<file path="src/rtl/dpff_pkg.sv">
// Package for the dual priority frame FIFO.
// Holds sizing constants, status codes, the item structs and address helpers.
// No dependencies.
package dpff_pkg;

  localparam int QUEUE_DEPTH = 256;
  localparam int FRAME_BYTES = 11;

  localparam int PTR_W     = $clog2(QUEUE_DEPTH);
  localparam int CNT_W     = $clog2(QUEUE_DEPTH + 1);
  localparam int MEM_DEPTH = 2 * QUEUE_DEPTH;
  localparam int ADDR_W    = $clog2(MEM_DEPTH);
  localparam int MOD_W     = $clog2(FRAME_BYTES + 1);
  localparam int IDX_W     = (FRAME_BYTES > 1) ? $clog2(FRAME_BYTES) : 1;
  localparam int LEN_W     = 8;
  localparam int FIT_W     = ((CNT_W > LEN_W) ? CNT_W : LEN_W) + 1;

  localparam logic OP_PUSH = 1'b0;
  localparam logic OP_POP  = 1'b1;

  localparam logic [1:0] ST_OK      = 2'd0;
  localparam logic [1:0] ST_EMPTY   = 2'd1;
  localparam logic [1:0] ST_POP_ERR = 2'd2;
  localparam logic [1:0] ST_DROP    = 2'd3;

  typedef struct packed {
    logic             op;
    logic             queue_sel;
    logic [7:0]       data_byte;
    logic [LEN_W-1:0] block_len;
    logic             block_first;
    logic             block_last;
  } in_item_t;

  typedef struct packed {
    logic [1:0] status;
    logic [7:0] out_byte;
    logic       from_queue;
    logic       last;
  } out_item_t;

  // Result flags from the controller to the output stage.
  typedef struct packed {
    logic       res_valid;
    logic [1:0] res_status;
    logic       res_queue;
    logic       rd_valid;
    logic       rd_last;
    logic       rd_queue;
  } ctl_res_t;

  function automatic logic [PTR_W-1:0] ring_next(input logic [PTR_W-1:0] p);
    logic [PTR_W-1:0] n;
    if (p == PTR_W'(QUEUE_DEPTH - 1)) begin
      n = '0;
    end else begin
      n = p + PTR_W'(1);
    end
    return n;
  endfunction

  function automatic logic [ADDR_W-1:0] mem_addr(input logic q, input logic [PTR_W-1:0] p);
    logic [ADDR_W-1:0] a;
    if (q) begin
      a = ADDR_W'(QUEUE_DEPTH) + ADDR_W'(p);
    end else begin
      a = ADDR_W'(p);
    end
    return a;
  endfunction

endpackage

</file>
<file path="src/rtl/dpff_ram.sv">
// Generic single-write, single-read synchronous RAM with registered read data.
// No dependencies.
module dpff_ram #(
  parameter int WIDTH = 8,
  parameter int DEPTH = 512
) (
  input  logic                     clk,
  input  logic                     we,
  input  logic [$clog2(DEPTH)-1:0] waddr,
  input  logic [WIDTH-1:0]         wdata,
  input  logic                     re,
  input  logic [$clog2(DEPTH)-1:0] raddr,
  output logic [WIDTH-1:0]         rdata
);

  logic [WIDTH-1:0] mem [DEPTH];
  logic [WIDTH-1:0] rdata_r;

  always_ff @(posedge clk) begin
    if (we) begin
      mem[waddr] <= wdata;
    end
  end

  always_ff @(posedge clk) begin
    if (re) begin
      rdata_r <= mem[raddr];
    end
  end

  assign rdata = rdata_r;

endmodule

</file>
<file path="src/rtl/dpff_ctrl.sv">
// Queue controller: pointers, fill counts, block locks and the pop sequencer.
// Drives the byte store RAM ports. Depends on dpff_pkg.
module dpff_ctrl import dpff_pkg::*; (
  input  logic              clk,
  input  logic              rst_n,
  input  logic              start,
  input  in_item_t          in_item,
  output logic              busy,
  output logic              mem_we,
  output logic [ADDR_W-1:0] mem_waddr,
  output logic [7:0]        mem_wdata,
  output logic              mem_re,
  output logic [ADDR_W-1:0] mem_raddr,
  output ctl_res_t          ctl_res
);

  localparam logic ST_IDLE = 1'b0;
  localparam logic ST_POP  = 1'b1;

  logic             state_r, state_nxt;
  logic [PTR_W-1:0] rp_r   [2];
  logic [PTR_W-1:0] rp_nxt [2];
  logic [PTR_W-1:0] wp_r   [2];
  logic [PTR_W-1:0] wp_nxt [2];
  logic [CNT_W-1:0] cnt_r  [2];
  logic [CNT_W-1:0] cnt_nxt[2];
  logic [MOD_W-1:0] mod_r  [2];   // fill count modulo frame size
  logic [MOD_W-1:0] mod_nxt[2];
  logic [1:0]       lock_r, lock_nxt;
  logic             acc_r, acc_nxt;
  logic [IDX_W-1:0] idx_r, idx_nxt;
  logic             pq_r, pq_nxt;
  logic             res_v_r, res_v_nxt;
  logic [1:0]       res_st_r, res_st_nxt;
  logic             res_q_r, res_q_nxt;
  logic             rd_v_r, rd_v_nxt;
  logic             rd_last_r, rd_last_nxt;
  logic             rd_q_r, rd_q_nxt;

  logic             accept;
  logic             q;
  logic             fits;
  logic             acc_e;
  logic [1:0]       lock_e;
  logic             store;
  logic             pop_q;
  logic             pop_last;

  assign busy   = (state_r == ST_POP);
  assign accept = start && !busy;
  assign q      = in_item.queue_sel;
  assign fits   = (FIT_W'(cnt_r[q]) + FIT_W'(in_item.block_len)) <= FIT_W'(QUEUE_DEPTH);
  assign pop_q  = (cnt_r[0] != '0) ? 1'b0 : 1'b1;
  assign pop_last = (idx_r == IDX_W'(FRAME_BYTES - 1));

  always_comb begin
    state_nxt   = state_r;
    rp_nxt      = rp_r;
    wp_nxt      = wp_r;
    cnt_nxt     = cnt_r;
    mod_nxt     = mod_r;
    lock_nxt    = lock_r;
    acc_nxt     = acc_r;
    idx_nxt     = idx_r;
    pq_nxt      = pq_r;
    res_v_nxt   = 1'b0;
    res_st_nxt  = res_st_r;
    res_q_nxt   = res_q_r;
    rd_v_nxt    = 1'b0;
    rd_last_nxt = rd_last_r;
    rd_q_nxt    = rd_q_r;
    mem_we      = 1'b0;
    mem_waddr   = mem_addr(q, wp_r[q]);
    mem_wdata   = in_item.data_byte;
    mem_re      = 1'b0;
    mem_raddr   = mem_addr(pq_r, rp_r[pq_r]);

    // a new first byte abandons any open block before the fit test
    acc_e  = in_item.block_first ? fits : acc_r;
    lock_e = lock_r;
    if (in_item.block_first) begin
      lock_e    = 2'b00;
      lock_e[q] = fits;
    end
    store = acc_e && lock_e[q] && (cnt_r[q] < CNT_W'(QUEUE_DEPTH));

    if (state_r == ST_POP) begin
      // one read per cycle; writes are held off by busy
      mem_re          = 1'b1;
      rp_nxt[pq_r]    = ring_next(rp_r[pq_r]);
      cnt_nxt[pq_r]   = cnt_r[pq_r] - CNT_W'(1);
      rd_v_nxt        = 1'b1;
      rd_last_nxt     = pop_last;
      rd_q_nxt        = pq_r;
      idx_nxt         = idx_r + IDX_W'(1);
      if (pop_last) begin
        state_nxt = ST_IDLE;
      end
    end else if (accept) begin
      if (in_item.op == OP_PUSH) begin
        res_v_nxt  = 1'b1;
        res_q_nxt  = 1'b0;
        res_st_nxt = store ? ST_OK : ST_DROP;
        if (store) begin
          mem_we     = 1'b1;
          wp_nxt[q]  = ring_next(wp_r[q]);
          cnt_nxt[q] = cnt_r[q] + CNT_W'(1);
          if (mod_r[q] == MOD_W'(FRAME_BYTES - 1)) begin
            mod_nxt[q] = '0;
          end else begin
            mod_nxt[q] = mod_r[q] + MOD_W'(1);
          end
        end
        if (in_item.block_last) begin
          lock_nxt = 2'b00;
          acc_nxt  = 1'b0;
        end else begin
          lock_nxt = lock_e;
          acc_nxt  = acc_e;
        end
      end else begin
        if ((cnt_r[0] == '0) && (cnt_r[1] == '0)) begin
          res_v_nxt  = 1'b1;
          res_st_nxt = ST_EMPTY;
          res_q_nxt  = 1'b0;
        end else if (lock_r[pop_q] || (mod_r[pop_q] != '0)) begin
          res_v_nxt  = 1'b1;
          res_st_nxt = ST_POP_ERR;
          res_q_nxt  = pop_q;
        end else begin
          state_nxt = ST_POP;
          pq_nxt    = pop_q;
          idx_nxt   = '0;
        end
      end
    end
  end

  always_ff @(posedge clk) begin
    if (!rst_n) begin
      state_r <= ST_IDLE;
      rp_r    <= '{default: '0};
      wp_r    <= '{default: '0};
      cnt_r   <= '{default: '0};
      mod_r   <= '{default: '0};
      lock_r  <= 2'b00;
      acc_r   <= 1'b0;
      idx_r   <= '0;
      pq_r    <= 1'b0;
      res_v_r <= 1'b0;
      rd_v_r  <= 1'b0;
    end else begin
      state_r <= state_nxt;
      rp_r    <= rp_nxt;
      wp_r    <= wp_nxt;
      cnt_r   <= cnt_nxt;
      mod_r   <= mod_nxt;
      lock_r  <= lock_nxt;
      acc_r   <= acc_nxt;
      idx_r   <= idx_nxt;
      pq_r    <= pq_nxt;
      res_v_r <= res_v_nxt;
      rd_v_r  <= rd_v_nxt;
    end
  end

  always_ff @(posedge clk) begin
    res_st_r  <= res_st_nxt;
    res_q_r   <= res_q_nxt;
    rd_last_r <= rd_last_nxt;
    rd_q_r    <= rd_q_nxt;
  end

  assign ctl_res.res_valid  = res_v_r;
  assign ctl_res.res_status = res_st_r;
  assign ctl_res.res_queue  = res_q_r;
  assign ctl_res.rd_valid   = rd_v_r;
  assign ctl_res.rd_last    = rd_last_r;
  assign ctl_res.rd_queue   = rd_q_r;

`ifndef NO_ASSERTIONS
  a_no_write_in_pop: assert property (@(posedge clk) disable iff (!rst_n)
    (state_r == ST_POP) |-> !mem_we)
    else $error("RAM write during frame pop");

  a_cnt_bound: assert property (@(posedge clk) disable iff (!rst_n)
    (cnt_r[0] <= CNT_W'(QUEUE_DEPTH)) && (cnt_r[1] <= CNT_W'(QUEUE_DEPTH)))
    else $error("fill count above queue depth");

  a_one_result: assert property (@(posedge clk) disable iff (!rst_n)
    !(res_v_r && rd_v_r))
    else $error("status result and frame byte in the same cycle");

  a_pop_ends: assert property (@(posedge clk) disable iff (!rst_n)
    (state_r == ST_POP && pop_last) |=> (state_r == ST_IDLE && rd_v_r && rd_last_r))
    else $error("frame pop did not end after its last byte");
`endif

endmodule

</file>
<file path="src/rtl/dual_priority_frame_fifo_top.sv">
// Two byte queues with block-reserved push and framed pop, priority to queue 0.
// Instantiates dpff_ctrl and dpff_ram; depends on dpff_pkg.
//
// Usage: an item transfers on a clock edge with start high and busy low. A push's
// single result strobes on out_valid in the next cycle and another item may follow
// at once. A pop that reports empty or an error likewise leaves busy low. A pop that
// streams a frame holds busy while it reads FRAME_BYTES (11) bytes, one byte per
// cycle through the byte store's single read port; each byte strobes on out_valid
// in the cycle after its read, the last one flagged. Results cannot be stalled:
// capture every out_valid cycle.
module dual_priority_frame_fifo_top import dpff_pkg::*; (
  input  logic      clk,
  input  logic      rst_n,
  input  logic      start,
  output logic      busy,
  input  in_item_t  in_item,
  output logic      out_valid,
  output out_item_t out_item
);

  logic              mem_we;
  logic [ADDR_W-1:0] mem_waddr;
  logic [7:0]        mem_wdata;
  logic              mem_re;
  logic [ADDR_W-1:0] mem_raddr;
  logic [7:0]        mem_rdata;
  ctl_res_t          ctl_res;

  dpff_ctrl u_ctrl (
    .clk       (clk),
    .rst_n     (rst_n),
    .start     (start),
    .in_item   (in_item),
    .busy      (busy),
    .mem_we    (mem_we),
    .mem_waddr (mem_waddr),
    .mem_wdata (mem_wdata),
    .mem_re    (mem_re),
    .mem_raddr (mem_raddr),
    .ctl_res   (ctl_res)
  );

  dpff_ram #(
    .WIDTH (8),
    .DEPTH (MEM_DEPTH)
  ) u_store (
    .clk   (clk),
    .we    (mem_we),
    .waddr (mem_waddr),
    .wdata (mem_wdata),
    .re    (mem_re),
    .raddr (mem_raddr),
    .rdata (mem_rdata)
  );

  // frame bytes come straight off the RAM output register
  always_comb begin
    out_valid = ctl_res.res_valid || ctl_res.rd_valid;
    if (ctl_res.rd_valid) begin
      out_item.status     = ST_OK;
      out_item.out_byte   = mem_rdata;
      out_item.from_queue = ctl_res.rd_queue;
      out_item.last       = ctl_res.rd_last;
    end else begin
      out_item.status     = ctl_res.res_status;
      out_item.out_byte   = 8'd0;
      out_item.from_queue = ctl_res.res_queue;
      out_item.last       = 1'b1;
    end
  end

endmodule

</file>
<file path="config.mk">
export PLATFORM = sky130hd
export DESIGN_NAME = dual_priority_frame_fifo_top
export DESIGN_NICKNAME = d
export VERILOG_FILES = /design/src/rtl/dpff_pkg.sv /design/src/rtl/dpff_ram.sv /design/src/rtl/dpff_ctrl.sv /design/src/rtl/dual_priority_frame_fifo_top.sv
export SDC_FILE = /design/constraint.sdc
export NUM_CORES = 2
export LEC_CHECK = 0
export BUFFER_PORTS_ARGS = -buffer_cell sky130_fd_sc_hd__clkbuf_2
export CAP_MARGIN = 25
export CORE_MARGIN = 2
export CORE_UTILIZATION = 26
export CTS_BUF_LIST = sky130_fd_sc_hd__clkbuf_8 sky130_fd_sc_hd__clkbuf_16
export CTS_CLUSTER_SIZE = 10
export DETAILED_ROUTE_END_ITERATION = 8
export GPL_TIMING_DRIVEN = 0
export PLACE_DENSITY = 0.43
export SYNTH_ARGS = -nofsm -noshare
export SYNTH_HDL_FRONTEND = slang
export SYNTH_HIERARCHICAL = 1
export SYNTH_SLANG_ARGS = --single-unit
</file>
<file path="constraint.sdc">
create_clock -name clk -period 6.32 [get_ports clk]
set_input_delay 0.632 -clock clk [delete_from_list [all_inputs] [get_ports clk]]
set_output_delay 0.632 -clock clk [all_outputs]
set_load 0.005 [all_outputs]
</file>
==> summary.md <==
| Metric | Value |
|---|---|
| Worst slew pin tran | `1310 ps` |
| Congestion Overflow GR | `0` |
| Status | `finished, violations left` |
| Post-synth EDFFs | `4109` |
| Synth cell types | `between 80 and 90` |
| Clock buffer depth | `4` |
| Syn nets | `8657` |
| Worst Clk Skew | `approximately 120 ps` |
| Initial antenna violation count | `111` |
| H-tree depth | `5` |
| Final wirelength | `718000 um` |
| Clock sinks | `4178` |
| Synth top area share | `74.8%` |
| First-pass GRT wire length | `917000 um` |
| Setup Fix Bufs, Post-CTS | `0` |
| Post-layout min period | `6540 ps` |
| Drt pass-1 iters | `8` |
| Switch share | `27.5%` |
| Worst slack, placed | `-1330 ps` |
| Crit path max fanout | `10` |
| Failing checks | `setup timing` |
| Hold Crit Start | `in_item[19]` |
| Most used DFF post-synth | `edfxtp_1` |
| Required @ worst endpoint | `7210 ps` |
| Ys Warns | `6` |
| Multiplexer area fraction after synthesis | `between 10 and 15%` |
| Die area | `641000 um2` |
| Setup WS post-layout | `-221 ps` |
| Simple-gate share of the synthesized area | `around 3.3%` |
| # rows | `292` |
| DR WL/cell | `40.0 um` |
| DP HPWL | `523000 um` |
| Top post-synthesis cells by area | `edfxtp_1, mux4_2, mux2i_1` |
| Final #Nets | `9401` |
| Xor/xnor cell area share of the yosys netlist | `0.101%` |
| Area growth from synthesis to layout | `17.4%` |
| Number of global-route vias before repair | `92300` |
| NetSw | `approximately 18 mW` |
| WP data arrival | `7430 ps` |
| CTS tree | `built` |
| Worst Hold Path EP | `u_ctrl/res_st_r[1]` |
| MaxCap Viol Count | `0` |
| Comb power frac | `15.5%` |
| Count leader, synth | `edfxtp_1` |
| Async SR Flop Fraction | `0%` |
| Largest family of logic cells by synthesized area | `multiplexers` |
| Syn Inst Count | `8617` |
| Pint | `roughly 47 mW` |
| Clock root cell | `clkbuf_16` |
| Layout cells sized above 1 | `between 20% and 30%` |
| RSZ-0062 raised after global routing | `yes` |
| Fin cells | `18000` |
| Worst R2R Path Depth | `13` |
| FILL cells | `61300` |
| Post-synthesis sequential area ratio | `between 70% and 80%` |
| PortBufs | `27` |
| PwrDens | `337 nW/um2` |
| Hold Slack | `92.4 ps` |
| Slew HR | `12.5%` |
| Synth area leader | `edfxtp_1` |
| Reg clk slew, reported paths | `~60 ps` |
| DR DRC count | `0` |
| Initial drt markers | `14600` |
| Syn avg cell area | `19.1 um2` |
| Initial core utilization | `26.1%` |
| Post-synthesis register bit count | `4178` |
| Largest net degree at the start of global routing | `between 150 and 200` |
| Final period util | `103%` |
| R2R setup slack | `-220 ps` |
| Seq pwr share | `46.8%` |
| Fin util | `30.6%` |
| Post-synth top cells | `edfxtp_1, mux2i_1, nor2_1, mux4_2, o221ai_1` |
| Die H | `801 um` |
| Clk pwr share | `a little under two fifths` |
| Setup CP Type | `reg2reg` |
| Area after DPL | `180000 um2` |
| Die X | `801 um` |
| Fin. max-slew vios | `0` |
| Hold Path Stages | `2` |
| Final Hold Vio Count | `0` |
| Cell area after layout | `194000 um2` |
| RR Endpoint | `u_store/rdata[5]` |
| Cts bufs inserted | `475` |
| Via count of the routed design | `just under 100k` |
| Setup crit start kind | `flop` |
| Clock latency on the worst-skew pair | `1110 ps` |
| Adder-cell share of the synthesized area | `0.133%` |
| GP Congestion | `approximately 1` |
| Leak Pwr | `57.1 nW` |
| Core region area | `632000 um2` |
| Critical Path Sink Type | `flop` |
| Synth Cell Area | `165000 um2` |
| Antenna viol nets, final | `0` |
| Total GRT Usage | `21.5%` |
| Vias per Instance | `5.40` |
| Worst r2r src | `u_ctrl/pq_r` |
| Peak VDD IR | `0.293 mV` |
| Compound-Gate Fraction of Synth Area | `4.65%` |
| Final setup fails | `7` |
| I/O pin cnt | `37` |
| F_max | `0.153 GHz` |
| Hold Path Class | `in2reg` |
| Placed Cells | `17200` |
routing by layer:
| metal | share of wire [%] | wire (um) | track usage (%) |
|---|---|---|---|
| met5 | 0.031 | 225 | 0 |
| met4 | 6.1 | 44000 | 11.6 |
| met3 | 9.9 | 70900 | 5.31 |
| met2 | 45 | 321000 | 33.0 |
| met1 | 39 | 282000 | 28.2 |
how the worst max path moves through the flow:
| stage | startpoint | end | slack (ps) |
|---|---|---|---|
| CTS | u_ctrl/cnt_r[9] | u_store/mem[451][3] | 20 |
| global route | u_ctrl/cnt_r[0] | u_store/mem[297][6] | -60 |
| global placement | u_ctrl/pq_r | u_store/rdata[3] | -3010 |
| detailed placement | in_item[18] | u_store/mem[39][7] | -1330 |
| finish | u_ctrl/pq_r | u_store/rdata[5] | -220 |
| floorplan | in_item[18] | u_store/mem[131][0] | 1530 |
registers in the layout, indices dropped and copies added (netlist names), 2 cells and up:
register / count
u_store/rdata: 8
u_ctrl/rp_r: 16
u_store/mem: 4096
u_ctrl/cnt_r: 18
u_ctrl/mod_r: 8
u_ctrl/res_st_r: 2
u_ctrl/lock_r: 2
u_ctrl/wp_r: 16
u_ctrl/idx_r: 4
layout by cell type (no fill, tap or decap), types with 70 or more instances in the layout:
cell	instances
mux2i_1	844
o21ai_0	117
nor3_1	134
nor2_2	104
a21oi_1	223
nor2_1	559
clkbuf_2	143
nand2_1	158
clkbuf_1	162
buf_6	96
buf_4	104
buf_8	70
buf_2	99
inv_1	119
edfxtp_1	4109
o22ai_1	169
o221ai_1	377
mux4_2	654
clkbuf_16	480
critical path, stage by stage, from the launching register on:
cell and delay, ps:
dfxtp_1 450, buf_2 230, buf_2 310, mux2i_1 320, inv_1 90, buf_2 420, inv_2 380, buf_2 610
clkbuf_2 810, nand2_1 520, nor2_1 380, nor3_1 170, o41ai_1 1140, o2111a_1 530
through the flow:
stage	TNS, ps	total power, mW
finish	-702	65.2
floorplan	0	36.3
detailed placement	-2038660	41.1
CTS	0	65.5
global route	-1300	66.7
global placement	-5606330	41.0
cell type report:
type / instances / area (um2) / area share, %
Sequential cell: 4178 / 125000 / 64.4
Timing Repair Buffer: 267 / 4280 / 2.21
Clock buffer: 483 / 12100 / 6.22
Buffer: 558 / 3490 / 1.80
Antenna cell: 53 / 133 / 0.0685
Inverter: 23 / 86.3 / 0.0446
Multi-Input combinational cell: 3858 / 37200 / 19.2
Clock inverter: 166 / 1130 / 0.585
Tap cell: 8379 / 10500 / 5.41
cells by family (layout without fill, tap and decap cells):
kind of cell	Yosys count	after routing
other	0	53
xor gates and xnor gates	19	19
buffers and inverters	581	1497
muxes	1518	1518
DFF	4178	4178
adders and majority gates	17	17
AOI/OAI and AO/OA	1086	1086
and+or+nand+nor	1218	1218
power by group through the flow:
stage / logic (mW) / clock network (mW) / registers, mW
floorplan: 5.14 / 0 / 31.1
global placement: 9.70 / 0 / 31.3
detailed placement: 9.97 / 0 / 31.1
CTS: 9.99 / 25.0 / 30.5
global route: 10.2 / 26.0 / 30.5
finish: 10.1 / 24.5 / 30.6
what timing repair did:
action	4_1_cts	5_1_grt
gates resized for setup	16	91
hold buffers	8	0
endpoints found under the setup margin	534	752
hold endpoints to repair	68	0
Note: power is estimated with default switching activity, not from simulation.
